<file path="src/hw/rtl/iirtdf2_pkg.sv">
// ----------------------------------------------------------------------------
// iirtdf2_pkg
// Shared types, codes and widths of the transposed direct form II IIR filter.
// ----------------------------------------------------------------------------
`default_nettype none

package iirtdf2_pkg;

	// default number of taps (numerator and denominator coefficients)
	localparam int TAPS_DEFAULT = 9;

	// fixed field widths
	localparam int OP_W     = 2;
	localparam int SAMPLE_W = 16;
	localparam int INDEX_W  = 4;
	localparam int COEF_W   = 32;
	localparam int PROD_W   = COEF_W + SAMPLE_W;
	localparam int Z_W      = 48;
	localparam int ACC_W    = Z_W + 1;
	localparam int DIFF_W   = Z_W + 2;
	localparam int FRAC_W   = 24;

	// operation codes
	localparam logic [OP_W-1:0] OP_FILTER = 2'd0;
	localparam logic [OP_W-1:0] OP_WR_NUM = 2'd1;
	localparam logic [OP_W-1:0] OP_WR_DEN = 2'd2;

	// sequencer states
	typedef enum logic [2:0] {
		ST_IDLE,
		ST_Y_SUM,
		ST_Y_ROUND,
		ST_TAP_B,
		ST_TAP_A,
		ST_FLUSH
	} state_t;

	// sequencer to datapath controls
	typedef struct packed {
		logic mul_en;   // load product register
		logic mul_fb;   // product is a[i] * y instead of b[i] * x
		logic mul_port; // take x from the input port (accept cycle)
		logic x_load;   // capture the input sample
		logic acc_y;    // acc = product + z[0]
		logic acc_tap;  // acc = product + z[i]
		logic y_round;  // round and saturate the output, load y
		logic z_wr;     // write acc - product into the delay line
	} ctrl_t;

endpackage

`default_nettype wire

</file>
<file path="src/hw/rtl/iirtdf2_coef.sv">
// ----------------------------------------------------------------------------
// iirtdf2_coef
// Numerator and denominator coefficient registers with one write port and
// one read tap shared by the multiplier.
// ----------------------------------------------------------------------------
`default_nettype none

module iirtdf2_coef #(
	parameter int TAPS = iirtdf2_pkg::TAPS_DEFAULT,
	parameter int CW   = $clog2(TAPS)
) (
	input  wire                                     clk,
	input  wire                                     arst_n,
	input  wire                                     wr_num,
	input  wire                                     wr_den,
	input  wire  [iirtdf2_pkg::INDEX_W-1:0]         wr_idx,
	input  wire  [iirtdf2_pkg::COEF_W-1:0]          wr_data,
	input  wire  [CW-1:0]                           rd_idx,
	output logic signed [iirtdf2_pkg::COEF_W-1:0]   b_coef,
	output logic signed [iirtdf2_pkg::COEF_W-1:0]   a_coef
);
	import iirtdf2_pkg::*;

	localparam int IW = (CW > INDEX_W) ? CW : INDEX_W;

	logic [COEF_W-1:0] b_q [TAPS];
	logic [COEF_W-1:0] a_q [TAPS];
	logic [IW-1:0]     idx_ext;
	logic              idx_ok;

	// writes beyond the last tap are dropped
	assign idx_ext = IW'(wr_idx);
	assign idx_ok  = (32'(wr_idx) < TAPS);

	always_ff @(posedge clk or negedge arst_n) begin
		if (!arst_n) begin
			for (int k = 0; k < TAPS; k++) begin
				b_q[k] <= '0;
				a_q[k] <= '0;
			end
		end else begin
			if (wr_num && idx_ok) begin
				b_q[idx_ext[CW-1:0]] <= wr_data;
			end
			if (wr_den && idx_ok) begin
				a_q[idx_ext[CW-1:0]] <= wr_data;
			end
		end
	end

	// read tap for the multiplier
	assign b_coef = signed'(b_q[rd_idx]);
	assign a_coef = signed'(a_q[rd_idx]);

endmodule

`default_nettype wire

</file>
<file path="src/hw/rtl/iirtdf2_mac.sv">
// ----------------------------------------------------------------------------
// iirtdf2_mac
// Shared multiply-accumulate datapath: one 32x16 multiplier, accumulator,
// output rounding and the delay line.
// ----------------------------------------------------------------------------
`default_nettype none

module iirtdf2_mac #(
	parameter int TAPS = iirtdf2_pkg::TAPS_DEFAULT,
	parameter int TW   = $clog2(TAPS),
	parameter int ZW   = (TAPS > 2) ? $clog2(TAPS - 1) : 1
) (
	input  wire                                     clk,
	input  wire                                     arst_n,
	input  iirtdf2_pkg::ctrl_t                      ctrl,
	input  wire                                     feedback_enable,
	input  wire  [TW-1:0]                           tap_idx,
	input  wire  [ZW-1:0]                           z_idx,
	input  wire  [iirtdf2_pkg::SAMPLE_W-1:0]        sample,
	input  wire  signed [iirtdf2_pkg::COEF_W-1:0]   b_coef,
	input  wire  signed [iirtdf2_pkg::COEF_W-1:0]   a_coef,
	output logic [iirtdf2_pkg::SAMPLE_W-1:0]        y_next,
	output logic                                    clip_next
);
	import iirtdf2_pkg::*;

	localparam logic signed [DIFF_W-1:0] RND_HALF  = DIFF_W'(1) << (FRAC_W - 1);
	localparam logic signed [DIFF_W-FRAC_W-1:0] Y_MAX = 26'sd32767;
	localparam logic signed [DIFF_W-FRAC_W-1:0] Y_MIN = -26'sd32768;
	localparam logic signed [Z_W-1:0] Z_MAX = {1'b0, {(Z_W-1){1'b1}}};
	localparam logic signed [Z_W-1:0] Z_MIN = {1'b1, {(Z_W-1){1'b0}}};

	logic signed [SAMPLE_W-1:0] x_q;
	logic signed [SAMPLE_W-1:0] yq_q;
	logic signed [PROD_W-1:0]   prod_q;
	logic signed [ACC_W-1:0]    acc_q;
	logic signed [Z_W-1:0]      z_q [TAPS-1];

	logic signed [COEF_W-1:0]   mul_a;
	logic signed [SAMPLE_W-1:0] mul_b;
	logic signed [PROD_W-1:0]   mul_p;
	logic signed [Z_W-1:0]      z_next;
	logic signed [DIFF_W-1:0]   rnd;
	logic signed [DIFF_W-FRAC_W-1:0] yr;
	logic signed [DIFF_W-1:0]   diff;
	logic signed [Z_W-1:0]      z_sat;

	// multiplier operand select
	always_comb begin
		mul_a = ctrl.mul_fb ? a_coef : b_coef;
		if (ctrl.mul_fb) begin
			mul_b = yq_q;
		end else if (ctrl.mul_port) begin
			mul_b = signed'(sample);
		end else begin
			mul_b = x_q;
		end
		mul_p = mul_a * mul_b;
		if (ctrl.mul_fb && !feedback_enable) begin
			mul_p = '0;
		end
	end

	// delay term for the current tap; the last tap sees zero
	always_comb begin
		if (32'(tap_idx) < TAPS - 1) begin
			z_next = z_q[tap_idx[ZW-1:0]];
		end else begin
			z_next = '0;
		end
	end

	// round half up to an integer and saturate to 16 bits
	always_comb begin
		rnd = DIFF_W'(acc_q) + RND_HALF;
		yr  = rnd[DIFF_W-1:FRAC_W];
		if (yr > Y_MAX) begin
			y_next    = 16'h7FFF;
			clip_next = 1'b1;
		end else if (yr < Y_MIN) begin
			y_next    = 16'h8000;
			clip_next = 1'b1;
		end else begin
			y_next    = yr[SAMPLE_W-1:0];
			clip_next = 1'b0;
		end
	end

	// new delay value: acc - feedback product, saturated to 48 bits
	always_comb begin
		diff = DIFF_W'(acc_q) - DIFF_W'(prod_q);
		if (diff[DIFF_W-1] && !(&diff[DIFF_W-2:Z_W-1])) begin
			z_sat = Z_MIN;
		end else if (!diff[DIFF_W-1] && (|diff[DIFF_W-2:Z_W-1])) begin
			z_sat = Z_MAX;
		end else begin
			z_sat = diff[Z_W-1:0];
		end
	end

	// datapath registers
	always_ff @(posedge clk) begin
		if (ctrl.x_load) begin
			x_q <= signed'(sample);
		end
		if (ctrl.mul_en) begin
			prod_q <= mul_p;
		end
		if (ctrl.acc_y) begin
			acc_q <= ACC_W'(prod_q) + ACC_W'(z_q[0]);
		end else if (ctrl.acc_tap) begin
			acc_q <= ACC_W'(prod_q) + ACC_W'(z_next);
		end
		if (ctrl.y_round) begin
			yq_q <= signed'(y_next);
		end
	end

	// delay line, cleared at reset
	always_ff @(posedge clk or negedge arst_n) begin
		if (!arst_n) begin
			for (int k = 0; k < TAPS - 1; k++) begin
				z_q[k] <= '0;
			end
		end else if (ctrl.z_wr) begin
			z_q[z_idx] <= z_sat;
		end
	end

endmodule

`default_nettype wire

</file>
<file path="src/hw/rtl/iirtdf2_ctrl.sv">
// ----------------------------------------------------------------------------
// iirtdf2_ctrl
// Sequencer: steps the shared multiplier through the output and the taps.
// ----------------------------------------------------------------------------
`default_nettype none

module iirtdf2_ctrl #(
	parameter int TAPS = iirtdf2_pkg::TAPS_DEFAULT,
	parameter int TW   = $clog2(TAPS),
	parameter int ZW   = (TAPS > 2) ? $clog2(TAPS - 1) : 1
) (
	input  wire                          clk,
	input  wire                          arst_n,
	input  wire                          in_valid,
	input  wire  [iirtdf2_pkg::OP_W-1:0] op,
	input  wire                          out_free,
	output logic                         in_ready,
	output iirtdf2_pkg::ctrl_t           ctrl,
	output logic [TW-1:0]                tap_idx,
	output logic [ZW-1:0]                z_idx
);
	import iirtdf2_pkg::*;

	state_t        state_q;
	state_t        state_d;
	logic [TW-1:0] tap_q;
	logic [TW-1:0] tap_d;
	logic [TW-1:0] wr_tap;
	logic          start;

	assign start = in_valid && (state_q == ST_IDLE) && (op == OP_FILTER);

	// next state
	always_comb begin
		state_d = state_q;
		tap_d   = tap_q;
		unique case (state_q)
			ST_IDLE: begin
				if (start) begin
					state_d = ST_Y_SUM;
				end
			end
			ST_Y_SUM: begin
				state_d = ST_Y_ROUND;
			end
			ST_Y_ROUND: begin
				if (out_free) begin
					state_d = ST_TAP_B;
					tap_d   = TW'(1);
				end
			end
			ST_TAP_B: begin
				state_d = ST_TAP_A;
			end
			ST_TAP_A: begin
				if (tap_q == TW'(TAPS - 1)) begin
					state_d = ST_FLUSH;
				end else begin
					state_d = ST_TAP_B;
					tap_d   = tap_q + TW'(1);
				end
			end
			ST_FLUSH: begin
				state_d = ST_IDLE;
			end
			default: begin
				state_d = ST_IDLE;
			end
		endcase
	end

	always_ff @(posedge clk or negedge arst_n) begin
		if (!arst_n) begin
			state_q <= ST_IDLE;
			tap_q   <= '0;
		end else begin
			state_q <= state_d;
			tap_q   <= tap_d;
		end
	end

	// outputs
	always_comb begin
		ctrl     = '0;
		in_ready = 1'b0;
		tap_idx  = tap_q;
		wr_tap   = tap_q - TW'(2);
		unique case (state_q)
			ST_IDLE: begin
				in_ready      = 1'b1;
				tap_idx       = '0;
				ctrl.mul_en   = start;
				ctrl.mul_port = 1'b1;
				ctrl.x_load   = start;
			end
			ST_Y_SUM: begin
				ctrl.acc_y = 1'b1;
			end
			ST_Y_ROUND: begin
				ctrl.y_round = out_free;
			end
			ST_TAP_B: begin
				// finish the previous tap while multiplying b[i] * x
				ctrl.mul_en = 1'b1;
				ctrl.z_wr   = (tap_q != TW'(1));
			end
			ST_TAP_A: begin
				ctrl.mul_en  = 1'b1;
				ctrl.mul_fb  = 1'b1;
				ctrl.acc_tap = 1'b1;
			end
			ST_FLUSH: begin
				ctrl.z_wr = 1'b1;
				wr_tap    = tap_q - TW'(1);
			end
			default: begin
				ctrl = '0;
			end
		endcase
	end

	assign z_idx = wr_tap[ZW-1:0];

endmodule

`default_nettype wire

</file>
<file path="src/hw/rtl/iir_filter_transposed_df2_unit.sv">
// ----------------------------------------------------------------------------
// iir_filter_transposed_df2_unit
// IIR filter in transposed direct form II with a shared multiply-accumulate.
// ----------------------------------------------------------------------------
// Usage:
//   Input channel (in_valid/in_ready) takes one word: op, sample, coeff_index,
//   coeff_value. Op filter runs one sample; op write numerator or write
//   denominator loads a coefficient in the accept cycle and gives no result.
//   Output channel (out_valid/out_ready) carries filtered and clipped.
//   cfg_we/cfg_wdata write feedback_enable (0 drops the feedback term).
// Timing:
//   A sample word passes the product, accumulator and output registers to
//   make its result valid; no new word is taken until the sequencer is idle
//   again, the one 32x16 multiplier doing two products per tap after tap 0.
//   Coefficient writes are taken only while the sequencer is idle.
// Reset:
//   Coefficients and delay line clear to zero, feedback_enable sets to 1.
// Stall:
//   The result sits in an output register; if the previous word is still
//   there when the new output is ready, the sequencer holds until it is taken.
// ----------------------------------------------------------------------------
`default_nettype none

module iir_filter_transposed_df2_unit #(
	parameter int TAPS = iirtdf2_pkg::TAPS_DEFAULT
) (
	input  wire                                  clk,
	input  wire                                  arst_n,
	input  wire                                  cfg_we,
	input  wire                                  cfg_wdata,
	input  wire                                  in_valid,
	output logic                                 in_ready,
	input  wire  [iirtdf2_pkg::OP_W-1:0]         op,
	input  wire  [iirtdf2_pkg::SAMPLE_W-1:0]     sample,
	input  wire  [iirtdf2_pkg::INDEX_W-1:0]      coeff_index,
	input  wire  [iirtdf2_pkg::COEF_W-1:0]       coeff_value,
	output logic                                 out_valid,
	input  wire                                  out_ready,
	output logic [iirtdf2_pkg::SAMPLE_W-1:0]     filtered,
	output logic                                 clipped
);
	import iirtdf2_pkg::*;

	localparam int TW = $clog2(TAPS);
	localparam int ZW = (TAPS > 2) ? $clog2(TAPS - 1) : 1;

	logic                       feedback_q;
	logic                       out_valid_q;
	logic [SAMPLE_W-1:0]        filtered_q;
	logic                       clipped_q;
	logic                       out_free;
	logic                       in_accept;
	ctrl_t                      ctrl;
	logic [TW-1:0]              tap_idx;
	logic [ZW-1:0]              z_idx;
	logic signed [COEF_W-1:0]   b_coef;
	logic signed [COEF_W-1:0]   a_coef;
	logic [SAMPLE_W-1:0]        y_next;
	logic                       clip_next;

	assign in_accept = in_valid && in_ready;
	assign out_free  = !out_valid_q || out_ready;

	// configuration register
	always_ff @(posedge clk or negedge arst_n) begin
		if (!arst_n) begin
			feedback_q <= 1'b1;
		end else if (cfg_we) begin
			feedback_q <= cfg_wdata;
		end
	end

	iirtdf2_ctrl #(
		.TAPS (TAPS),
		.TW   (TW),
		.ZW   (ZW)
	) u_ctrl (
		.clk      (clk),
		.arst_n   (arst_n),
		.in_valid (in_valid),
		.op       (op),
		.out_free (out_free),
		.in_ready (in_ready),
		.ctrl     (ctrl),
		.tap_idx  (tap_idx),
		.z_idx    (z_idx)
	);

	iirtdf2_coef #(
		.TAPS (TAPS),
		.CW   (TW)
	) u_coef (
		.clk     (clk),
		.arst_n  (arst_n),
		.wr_num  (in_accept && (op == OP_WR_NUM)),
		.wr_den  (in_accept && (op == OP_WR_DEN)),
		.wr_idx  (coeff_index),
		.wr_data (coeff_value),
		.rd_idx  (tap_idx),
		.b_coef  (b_coef),
		.a_coef  (a_coef)
	);

	iirtdf2_mac #(
		.TAPS (TAPS),
		.TW   (TW),
		.ZW   (ZW)
	) u_mac (
		.clk             (clk),
		.arst_n          (arst_n),
		.ctrl            (ctrl),
		.feedback_enable (feedback_q),
		.tap_idx         (tap_idx),
		.z_idx           (z_idx),
		.sample          (sample),
		.b_coef          (b_coef),
		.a_coef          (a_coef),
		.y_next          (y_next),
		.clip_next       (clip_next)
	);

	// output word register
	always_ff @(posedge clk or negedge arst_n) begin
		if (!arst_n) begin
			out_valid_q <= 1'b0;
		end else if (ctrl.y_round) begin
			out_valid_q <= 1'b1;
		end else if (out_ready) begin
			out_valid_q <= 1'b0;
		end
	end

	always_ff @(posedge clk) begin
		if (ctrl.y_round) begin
			filtered_q <= y_next;
			clipped_q  <= clip_next;
		end
	end

	assign out_valid = out_valid_q;
	assign filtered  = filtered_q;
	assign clipped   = clipped_q;

endmodule

`default_nettype wire
</file>
<file path="config.mk">
export PLATFORM = sky130hd
export DESIGN_NAME = iir_filter_transposed_df2_unit
export DESIGN_NICKNAME = d
export VERILOG_FILES = /design/src/hw/rtl/iirtdf2_pkg.sv /design/src/hw/rtl/iirtdf2_coef.sv /design/src/hw/rtl/iirtdf2_mac.sv /design/src/hw/rtl/iirtdf2_ctrl.sv /design/src/hw/rtl/iir_filter_transposed_df2_unit.sv
export SDC_FILE = /design/constraint.sdc
export NUM_CORES = 2
export LEC_CHECK = 0
export ABC_AREA = 1
export BUFFER_PORTS_ARGS = -buffer_cell sky130_fd_sc_hd__buf_2
export CAP_MARGIN = 20
export CORE_ASPECT_RATIO = 1.4
export CORE_MARGIN = 8
export CORE_UTILIZATION = 40
export CTS_CLUSTER_SIZE = 30
export DETAILED_ROUTE_END_ITERATION = 6
export PLACE_DENSITY = 0.57
export SETUP_SLACK_MARGIN = 0.1
export SLEW_MARGIN = 20
export SYNTH_ARGS = -nofsm -noshare
export SYNTH_HDL_FRONTEND = slang
export SYNTH_HIERARCHICAL = 1
export SYNTH_SLANG_ARGS = --single-unit
</file>
<file path="constraint.sdc">
create_clock -name clk -period 11.73 [get_ports clk]
set_input_delay 2.346 -clock clk [delete_from_list [all_inputs] [get_ports clk]]
set_output_delay 2.346 -clock clk [all_outputs]
set_load 0.01 [all_outputs]
</file>
==> results.sh <==
export IMPL_rows=192
export IMPL_tightest_slew_ns=1.41
export IMPL_yosys_most_used_dff="dfrtp_1"
export IMPL_ff_latch_area_um2=28600
export IMPL_drcViolationCount=0
export IMPL_antenna_found_initial=27
export IMPL_insertion_delay_ns=0.82
export IMPL_synth_enable_flop_cells=146
export IMPL_cp_slowest_cell="fa_1"
export IMPL_core_area_um2=195000
export IMPL_drv_slew=0
export IMPL_postCtsResizedCells=0
export IMPL_cts_tree="built"
export IMPL_start_util_pct=40.2
export IMPL_max_cap_violations=0
export IMPL_cts_sinks=1115
export IMPL_final_common_cell="nand2_1"
export IMPL_grt_use_total_pct=27.2
export IMPL_period_needed_ns=10.26
export IMPL_fmax_ghz=0.0975
export IMPL_worstSetupStartpointType="flop"
export IMPL_yosysSeqAreaShare_pct=36.5
export IMPL_grt_remaining_overflow=0
export IMPL_worst_ep_arrival_time_ns=10.81
export IMPL_layout_drive_gt1_share_pct=6.15
export IMPL_cts_hold_buf=0
export IMPL_crit_path_end_kind="flop"
export IMPL_fp_dieH_um=540
export IMPL_synth_cell_types=50
export IMPL_die_area_um2=211000
export IMPL_grt_max_degree=166
export IMPL_cts_max_level=3
export IMPL_hpwl_um=203000
export IMPL_worst_clock_skew_ns=0.0820
export IMPL_multi_input_area_um2=42000
export IMPL_fill_cells=19900
export IMPL_yosys_warnings=6
export IMPL_cts_buffers=120
export IMPL_hold_viol=0
export IMPL_min_path_type="flop to flop"
export IMPL_grt_pass1_wl_um=441000
export IMPL_die_w_um=390
export IMPL_worst_slack_ns=1.47
export IMPL_ios=79
export IMPL_drt_total_wl_um=292000
export IMPL_cts_root_buffer="clkbuf_16"
export IMPL_ys_seq_elements=1115
export IMPL_syn_to_final_growth_pct=9.21
export IMPL_slew_headroom_pct=5.82
export IMPL_synth_area_um2=78400
export IMPL_rsz0062_at_grt="no"
export IMPL_vias=69100
export IMPL_path_clk_slew_ns=0.07
export IMPL_crit_fanout=65
export IMPL_wl_per_cell_um=22.7
export IMPL_place_congestion=1.00
export IMPL_outcome="finished, final reports clean"
export IMPL_via_per_inst=5.38
export IMPL_synth_fp_nets=11100
export IMPL_crit_required_ns=12.28
export IMPL_drtIter0Drc=6117
export IMPL_critPathMaxStageDelay_ns=0.79
export IMPL_final_cell_mix="nand2_1 (2958), inv_1 (1527), nand3_1 (987)"
export IMPL_cts_setup_buffers=0
export IMPL_postSynthAreaPerCell_um2=7.62
export IMPL_setup_violations=0
export IMPL_synthCells=10300
export IMPL_dr_pass1_iters=7
export IMPL_finalSetupTns_ns=0
export IMPL_clockBufferDepth=3
export IMPL_cp_common_cell="inv_1"
export IMPL_grt_pass1_vias=70600
export IMPL_worstSetupPathType="flop to flop"
export IMPL_io_buffers=78
export IMPL_preCtsSetupSlack_ns=1.53
export IMPL_finalNetCount=10900
export IMPL_async_flop_share_pct=86.9
export IMPL_finalCritPeriodShare_pct=87.5
export IMPL_drtAntennaViolNets=0
-- worst max-delay path, delay by kind of cell (launching register included) --
| kind | cells | cell delay (ns) |
|---|---|---|
| adders and majority gates | 7 | 3.87 |
| buffers and inverters | 14 | 2.78 |
| and+or+nand+nor | 14 | 2.19 |
| AOI/OAI and AO/OA | 2 | 0.68 |
| DFF | 1 | 0.41 |
-- metrics by stage --
step / area (um2) / hold WS (ns) / cells / util [%]
floorplan: 78400 / 0.442 / 10300 / -
global placement: 81400 / 0.456 / 12600 / 41.8
detailed placement: 81500 / 0.460 / 12600 / 41.8
CTS: 85600 / 0.476 / 12800 / 43.9
global route: 85600 / 0.492 / 12800 / 43.9
finish: 85700 / 0.475 / 12800 / 43.9
-- registers in the layout, summed over array words and instances (netlist names), 3 cells and up --
register / count
u_mac/acc_q: 49
u_mac/z_q: 384
u_coef/b_q: 288
filtered: 16
u_mac/prod_q: 48
u_ctrl/tap_q: 4
u_ctrl/state_q: 3
u_mac/yq_q: 16
u_mac/x_q: 16
u_coef/a_q: 288
-- worst paths after layout --
check / slack (ns) / cells past startpoint / from / endpoint
setup / recovery: 1.47 / 37 / u_ctrl/state_q[2]$_DFFE_PN0P_ / u_mac/prod_q[46]$_SDFFCE_PP0P_
hold / removal: 0.48 / 2 / u_mac/z_q[159]$_DFFE_PN0P_ / u_mac/z_q[159]$_DFFE_PN0P_
setup reg to reg: 1.47 / 37 / u_ctrl/state_q[2]$_DFFE_PN0P_ / u_mac/prod_q[46]$_SDFFCE_PP0P_
hold reg to reg: 0.48 / 2 / u_mac/z_q[159]$_DFFE_PN0P_ / u_mac/z_q[159]$_DFFE_PN0P_
max in group asynchronous: 7.80 / 3 / arst_n / u_coef/a_q[188]$_DFFE_PN0P_
min in group asynchronous: 1.51 / 1 / arst_n / u_mac/z_q[11]$_DFFE_PN0P_
-- layout make-up --
type / instances / share of cell area (%)
inverter: 1575 / 6.91
clock inverter: 43 / 0.808
clock buffer: 171 / 4.05
tap: 2619 / 3.83
multi-input combinational: 7085 / 49.0
sequential: 1115 / 33.4
antenna: 10 / 0.0292
timing repair buffer: 227 / 1.93
-- cell families after synthesis --
family	after synthesis	synth area share [%]
and+or+nand+nor	4745	25.3
buffers and inverters	2097	10.3
AOI/OAI and AO/OA	1428	9.57
DFF	1115	36.5
adders and majority gates	704	15.9
xor gates and xnor gates	112	1.25
muxes	96	1.23
-- layer usage --
layer | wire length [um] | global-route usage, % | up-vias
li1 | - | - | 31800
met1 | 110000 | 31.5 | 34000
met2 | 144000 | 47.5 | 2412
met3 | 16500 | 3.52 | 749
met4 | 21700 | 17.0 | 16
met5 | 113 | 0 | -
-- cell usage after synthesis (all sizes together), types with 3 or more instances --
library cell     n  area share, %
nand2         2996             15
inv           1560            7.5
nand3          993            6.3
dfrtp          968             31
o21ai          964            6.2
nor2           569            2.9
fa             488             12
clkbuf         353            1.7
a21oi          297            1.9
ha             216            3.4
buf            169            1.1
edfxtp         146            5.6
mux2i           96            1.2
or2             86           0.69
xor2            67           0.75
xnor2           45           0.50
nor3            44           0.29
o21bai          38           0.36
o22ai           29           0.23
a21o            28           0.27
nand4           27           0.22
a31oi           25           0.20
o211ai          22           0.21
clkinv          15          0.072
o21a            15           0.14
nor4            14           0.12
and3             8          0.064
a211oi           4          0.038
nand3b           4          0.038
a21boi           3          0.029
nor3b            3          0.029
Power is left out: the tool's default activity adds up to more than one toggle a clock period on the data nets, which glitch-free logic cannot reach.
